==> src/nal_unit_rbsp_extract_macros.svh <==
// Assertion macros for the checks in nal_unit_rbsp_extract.sv.
`ifndef NAL_UNIT_RBSP_EXTRACT_MACROS_SVH
`define NAL_UNIT_RBSP_EXTRACT_MACROS_SVH

// The consequent must hold in the same cycle as the antecedent.
`define NURE_CHECK_SAME(lbl, ante, cons) \
  lbl: assert property (@(posedge clk) disable iff (rst) (ante) |-> (cons)) \
    else $error("nure check failed (same cycle)");

// The consequent must hold in the cycle after the antecedent.
`define NURE_CHECK_NEXT(lbl, ante, cons) \
  lbl: assert property (@(posedge clk) disable iff (rst) (ante) |=> (cons)) \
    else $error("nure check failed (next cycle)");

`endif

==> src/nure_pkg.sv <==
`timescale 1ns / 1ps

package nure_pkg;

  localparam logic [7:0] NalTypeMask   = 8'h1f;
  localparam logic [7:0] ExtFlagBit    = 8'h80;
  localparam logic [7:0] EpbByte       = 8'h03;
  localparam logic [31:0] MinUnitLen   = 32'd4;

  localparam logic [7:0] TypePrefix     = 8'd14;
  localparam logic [7:0] TypeSliceExt   = 8'd20;
  localparam logic [7:0] TypeSliceExt3d = 8'd21;

  localparam logic [2:0] ExtHeaderSkip  = 3'd3;
  localparam logic [2:0] Skip3dFlagSet  = 3'd1;
  localparam logic [2:0] Skip3dFlagClr  = 3'd2;
  localparam logic [1:0] ZeroRunMax     = 2'd2;

  typedef struct packed {
    logic [7:0]  data_byte;
    logic        unit_start;
    logic [31:0] unit_length;
  } in_beat_t;

  typedef struct packed {
    logic       emit;
    logic [7:0] payload_byte;
    logic       byte_valid;
    logic       unit_end;
    logic       unit_error;
  } res_t;

endpackage

==> src/nure_core.sv <==
`timescale 1ns / 1ps

// Per-byte parsing state and the decision for one byte of a unit.
module nure_core (
  input  logic              clk,
  input  logic              rst,
  input  logic              fire,
  input  nure_pkg::in_beat_t beat,
  output nure_pkg::res_t     res
);

  logic [31:0] bytes_remaining, bytes_remaining_next;
  logic [2:0]  header_skip_left, header_skip_left_next;
  logic        await_extension_flag, await_extension_flag_next;
  logic [1:0]  zero_run, zero_run_next;
  logic        unit_rejected, unit_rejected_next;

  logic [7:0]  nal_type;
  logic        last;

  assign nal_type = beat.data_byte & nure_pkg::NalTypeMask;
  assign last     = (bytes_remaining == 32'd1);

  always_comb begin
    bytes_remaining_next      = bytes_remaining;
    header_skip_left_next     = header_skip_left;
    await_extension_flag_next = await_extension_flag;
    zero_run_next             = zero_run;
    unit_rejected_next        = unit_rejected;
    res                       = '0;

    if (beat.unit_start) begin
      zero_run_next             = '0;
      await_extension_flag_next = 1'b0;
      header_skip_left_next     = '0;
      if (beat.unit_length < nure_pkg::MinUnitLen) begin
        unit_rejected_next   = 1'b1;
        bytes_remaining_next = (beat.unit_length == 32'd0) ? 32'd0
                                                           : beat.unit_length - 32'd1;
        res.emit       = 1'b1;
        res.unit_end   = 1'b1;
        res.unit_error = 1'b1;
      end else begin
        unit_rejected_next   = 1'b0;
        bytes_remaining_next = beat.unit_length - 32'd1;
        if (nal_type == nure_pkg::TypePrefix || nal_type == nure_pkg::TypeSliceExt) begin
          header_skip_left_next = nure_pkg::ExtHeaderSkip;
        end else if (nal_type == nure_pkg::TypeSliceExt3d) begin
          await_extension_flag_next = 1'b1;
        end
      end
    end else if (bytes_remaining != 32'd0) begin
      bytes_remaining_next = bytes_remaining - 32'd1;
      if (unit_rejected) begin
        // Bytes of a rejected unit are only counted off.
        if (last) begin
          unit_rejected_next = 1'b0;
        end
      end else if (await_extension_flag) begin
        await_extension_flag_next = 1'b0;
        if (last) begin
          header_skip_left_next = '0;
          res.emit     = 1'b1;
          res.unit_end = 1'b1;
        end else begin
          header_skip_left_next = (beat.data_byte & nure_pkg::ExtFlagBit) != 8'd0
                                  ? nure_pkg::Skip3dFlagSet : nure_pkg::Skip3dFlagClr;
        end
      end else if (header_skip_left != 3'd0) begin
        header_skip_left_next = last ? 3'd0 : header_skip_left - 3'd1;
        if (last) begin
          res.emit     = 1'b1;
          res.unit_end = 1'b1;
        end
      end else if (zero_run >= nure_pkg::ZeroRunMax && beat.data_byte == nure_pkg::EpbByte) begin
        // Emulation prevention byte: dropped, and the zero history restarts.
        zero_run_next = '0;
        if (last) begin
          res.emit     = 1'b1;
          res.unit_end = 1'b1;
        end
      end else begin
        if (beat.data_byte == 8'd0) begin
          if (zero_run < nure_pkg::ZeroRunMax) begin
            zero_run_next = zero_run + 2'd1;
          end
        end else begin
          zero_run_next = '0;
        end
        res.emit         = 1'b1;
        res.payload_byte = beat.data_byte;
        res.byte_valid   = 1'b1;
        res.unit_end     = last;
      end
    end
  end

  always_ff @(posedge clk) begin
    if (rst) begin
      bytes_remaining      <= '0;
      header_skip_left     <= '0;
      await_extension_flag <= 1'b0;
      zero_run             <= '0;
      unit_rejected        <= 1'b0;
    end else if (fire) begin
      bytes_remaining      <= bytes_remaining_next;
      header_skip_left     <= header_skip_left_next;
      await_extension_flag <= await_extension_flag_next;
      zero_run             <= zero_run_next;
      unit_rejected        <= unit_rejected_next;
    end
  end

endmodule

==> src/nal_unit_rbsp_extract.sv <==
`timescale 1ns / 1ps
`include "nal_unit_rbsp_extract_macros.svh"

// NAL unit payload extractor. Bytes of one H.264 NAL unit enter one beat at a
// time, with unit_start and unit_length on the first byte. The block drops the
// NAL header (one byte, plus the extension header bytes of types 14, 20 and 21)
// and removes every emulation prevention byte (0x03 after two zero bytes), so
// that the output carries the raw byte sequence payload. Each kept byte gives
// one output beat; the last byte of an accepted unit always gives a beat
// with unit_end set, with byte_valid low if that byte was itself dropped. A
// unit shorter than four bytes gives a single beat with unit_error and
// unit_end on its first byte, and its remaining bytes give nothing. Bytes
// outside a unit are ignored. Throughput is one byte per clock while the
// output is not stalled: the byte passes an input register, and the parsing
// decision (a 32-bit down-count and a few byte compares) sits between that
// register and the output register. The input stalls only when both
// registers are full and the output is stalled.
module nal_unit_rbsp_extract (
  input  logic        clk,
  input  logic        rst,
  input  logic        in_valid,
  output logic        in_stall,
  input  logic [7:0]  data_byte,
  input  logic        unit_start,
  input  logic [31:0] unit_length,
  output logic        out_valid,
  input  logic        out_stall,
  output logic [7:0]  payload_byte,
  output logic        byte_valid,
  output logic        unit_end,
  output logic        unit_error
);

  // Input register stage.
  logic               s1_valid;
  nure_pkg::in_beat_t s1_beat;
  logic               s1_adv;
  logic               s1_fire;
  logic               in_fire;
  nure_pkg::res_t     res;

  // The parsing stage moves on whenever the output register is free or
  // being emptied in this cycle.
  assign s1_adv   = !out_valid || !out_stall;
  assign s1_fire  = s1_valid && s1_adv;
  assign in_stall = s1_valid && !s1_adv;
  assign in_fire  = in_valid && !in_stall;

  always_ff @(posedge clk) begin
    if (rst) begin
      s1_valid <= 1'b0;
    end else if (in_fire) begin
      s1_valid <= 1'b1;
    end else if (s1_fire) begin
      s1_valid <= 1'b0;
    end
  end

  always_ff @(posedge clk) begin
    if (in_fire) begin
      s1_beat.data_byte   <= data_byte;
      s1_beat.unit_start  <= unit_start;
      s1_beat.unit_length <= unit_length;
    end
  end

  nure_core u_core (
    .clk  (clk),
    .rst  (rst),
    .fire (s1_fire),
    .beat (s1_beat),
    .res  (res)
  );

  // Output register. A byte that produces no result simply passes through
  // the parsing stage and leaves the output register as it was emptied.
  always_ff @(posedge clk) begin
    if (rst) begin
      out_valid <= 1'b0;
    end else if (s1_fire) begin
      out_valid <= res.emit;
    end else if (!out_stall) begin
      out_valid <= 1'b0;
    end
  end

  always_ff @(posedge clk) begin
    if (s1_fire && res.emit) begin
      payload_byte <= res.payload_byte;
      byte_valid   <= res.byte_valid;
      unit_end     <= res.unit_end;
      unit_error   <= res.unit_error;
    end
  end

  // A beat held in the input register is never lost while the output stalls.
  `NURE_CHECK_NEXT(a_s1_held, s1_valid && !s1_adv, s1_valid)
  // An error beat always closes its unit and carries no byte.
  `NURE_CHECK_SAME(a_error_shape, out_valid && unit_error, unit_end && !byte_valid)
  // A taken output beat is gone unless a new result replaced it.
  `NURE_CHECK_NEXT(a_out_drain, out_valid && !out_stall && !(s1_fire && res.emit), !out_valid)

endmodule
==> config.mk <==
export PLATFORM = sky130hd
export DESIGN_NAME = nal_unit_rbsp_extract
export DESIGN_NICKNAME = d
export VERILOG_FILES = /design/src/nure_pkg.sv /design/src/nure_core.sv /design/src/nal_unit_rbsp_extract.sv
export VERILOG_INCLUDE_DIRS = /design/src /design/src/src
export SDC_FILE = /design/constraint.sdc
export NUM_CORES = 1
export LEC_CHECK = 0
export BUFFER_PORTS_ARGS = -buffer_cell sky130_fd_sc_hd__buf_2
export CORE_UTILIZATION = 50
export CTS_BUF_LIST = sky130_fd_sc_hd__clkbuf_4
export DETAILED_ROUTE_END_ITERATION = 10
export PLACE_DENSITY = 0.72
export SLEW_MARGIN = 20
export SYNTH_ARGS = -nofsm -noshare
export SYNTH_HDL_FRONTEND = slang
export SYNTH_HIERARCHICAL = 1
export SYNTH_SLANG_ARGS = --single-unit
==> constraint.sdc <==
create_clock -name clk -period 3.8 [get_ports clk]
set_clock_uncertainty 0.2 [all_clocks]
set_input_delay 0 -clock clk [delete_from_list [all_inputs] [get_ports clk]]
set_output_delay 0 -clock clk [all_outputs]
set_load 0.02 [all_outputs]
==> run summary <==
Final worst slack: 0.6349 ns
Most frequent cells in the layout: buf_2 (57), edfxtp_1 (52), nor2_1 (51)
Gpl congestion: 0.9819
CTS Buf Count: 9
Leak: 2.216 nW
Combinational family with the most area after synthesis: simple AND/OR/NAND/NOR gates
Antenna violations before repair: 0
Fmax: 0.3159 GHz
Worst Tran Pin Value: 0.8186 ns
Total global-route track usage: 26.42%
ANT nets after route: 0
Ys flop type: edfxtp_1
Reg2reg start: s1_beat[4]
Via density: 6.023
1st-iter DRT viols: 391
WP data arrival: 3.29 ns
Sequential Power Share: 53.6%
Register area share after synthesis: 47.02%
Routed WL per cell: 17.40 µm
Synth warn: 6
Sw Ratio: 32.62%
CP Data Required Time: 3.92 ns
I/O pin cnt: 58
Clk pwr share: 21.9%
DR vias: 4644
Core Rows: 36
Die ar.: 0.01054 mm²
Comb pwr share: 24.5%
Worst slack at placement: 0.6720 ns
Post-synth EDFFs: 52
CP Launch Type: flop
Die width: 102.7 µm
Worst hold-check path type: primary input to flop
Post-Synth Simple-Gate Area: 24.13%
Critical Path Source: s1_beat[4]
Synth async-reset ratio: 0%
H-tree depth: 3
Flops & latches, synth: 93
RSZ-0062 raised after global routing: false
Layout area overhead: 20.08%
Synth Area in Adders: 1.482%
Post-Syn Nets: 583
Worst Hold Slack: 0.04244 ns
Post-CTS Setup Repair Bufs: 0
PwrDens: 363.1 mW/mm²
DPL Wire Length: 8.779 mm
Psw: 720.6 µW
CTS tree: built
Clk Latency, worst-skew pair: 0.46 ns
Setup crit end kind: flop
Period minus WS final: 3.165 ns
Max Root-Sink Buffers: 2
Placeable Area: 0.009819 mm²
Placed cell count: 709
Hold_sp: unit_length[31]
Total iterations of the first detailed-routing run: 5
GRT Residual Overflow: 0
Clock transition at the registers of the reported paths: 0.14 ns
Post-synthesis cell area: 0.005066 mm²
Port buffer count: 57
Syn Inst Count: 532
Layout cells sized above 1: 16.61%
Total Wirelength: 13.42 mm
# diodes: 0
Nets: 684
Final setup fails: 0
Largest net degree at the start of global routing: 42
Final setup TNS: 0 ns
Fin cells: 771
Compound-gate portion of the synthesized area: 19.31%
DRC Markers: 0
Maxcap violations: 0
Synth cell types: 74
Maximum VDD drop: 0.2333 mV
Crit-path max FO: 18
Mux contribution to synthesized area: 0.1976%
Synth Area per Inst: 9.523 µm²
Final Max Tran Viols: 0
First-pass GRT wire length: 21.07 mm
Pint: 1.488 mW
Die Y: 102.7 µm
Vias in the first global route: 4314
Outcome: finished clean
Period utilization: 83.29%
Initial Util: 51.59%
Worst Path Class, Setup: flop to flop
Relative slew slack: 45.43%
Final Hold Vio Count: 0
Synth Area in XOR/XNOR: 4.668%
Clock tree sinks: 93
Commonest non-fill, non-tap cell in the layout: buf_2
Clk root buf: clkbuf_4
flip-flops by register name (all words and copies together), names as in the netlist, 2 cells and up:
name                     count
u_core/bytes_remaining      32
u_core/header_skip_left      3
s1_beat                     41
u_core/zero_run              2
payload_byte                 8
synthesized netlist by cell type (all sizes together), types with 12 or more instances:
| cell | instances | share of area (%) |
|---|---|---|
| clkbuf | 17 | 1.3 |
| nor2 | 52 | 3.9 |
| nand2 | 37 | 2.7 |
| xor2 | 17 | 2.9 |
| nand3 | 19 | 2.0 |
| o21ai | 37 | 3.7 |
| and2 | 12 | 1.5 |
| nor4 | 25 | 3.6 |
| a21oi | 30 | 3.0 |
| dfxtp | 41 | 16 |
| edfxtp | 52 | 31 |
| nor3 | 28 | 2.9 |
| inv | 18 | 1.3 |
| or3 | 15 | 2.0 |
final timing paths:
kind,end,slack (ns),depth (start not counted)
max,u_core/bytes_remaining[0],0.63,7
min,s1_beat[31],0.04,2
max reg2reg,u_core/bytes_remaining[0],0.63,7
min reg2reg,u_core/bytes_remaining[30],0.32,2
power by group through the flow:
stage               clock, mW  sequential [mW]  combinational, mW
CTS                     0.495             1.18              0.527
global placement            0             1.20              0.484
finish                  0.484             1.18              0.542
floorplan                   0             1.20              0.350
global route            0.540             1.19              0.592
detailed placement          0             1.20              0.488
kinds of logic (layout without fill, tap and decap cells):
logic type | after synthesis | in the layout
simple gates | 225 | 225
fa+ha+maj | 6 | 6
compound gates | 140 | 140
buf+inv | 40 | 146
xor+xnor | 27 | 27
flops | 93 | 93
mux | 1 | 1
stage by stage:
stage	cell area, µm²	power, mW	util, %
2_1_floorplan	5066	1.548	-
3_3_place_gp	5499	1.685	56.00
3_5_place_dp	5499	1.693	56.00
4_1_cts	6063	2.204	61.75
5_1_grt	6083	2.323	61.95
6_report	6083	2.209	61.95
timing repair:
| item | 4_1_cts | 5_1_grt |
|---|---|---|
| hold buffers | 45 | 0 |
| endpoints found under the hold margin | 118 | 0 |
| endpoints found under the setup margin | 0 | 0 |
| resized for setup | 0 | 0 |
per-layer routing:
metal / GRT usage [%] / share of wire, %
met3: 4.475 / 6.3
met4: 10.44 / 1.8
met2: 44.92 / 50
met5: 0 / 0
met1: 33.52 / 42
final cells by class:
class                           count  area, µm²
Fill cell                         848       3736
Multi-Input combinational cell    399       2530
Sequential cell                    93       2382
Timing Repair Buffer              112      823.3
Tap cell                          133      166.4
Clock buffer                       10      75.07
Inverter                           18      67.56
Clock inverter                      6      38.79
critical path, cell delays in order (launching register included):
cell and delay (ns):
edfxtp_1 0.46, nor4_2 0.62, nand4_1 0.17, buf_4 0.21, or4_4 0.43, and2_1 0.44
a221oi_1 0.41, a211oi_1 0.09
(Power assumes the default switching activity.)
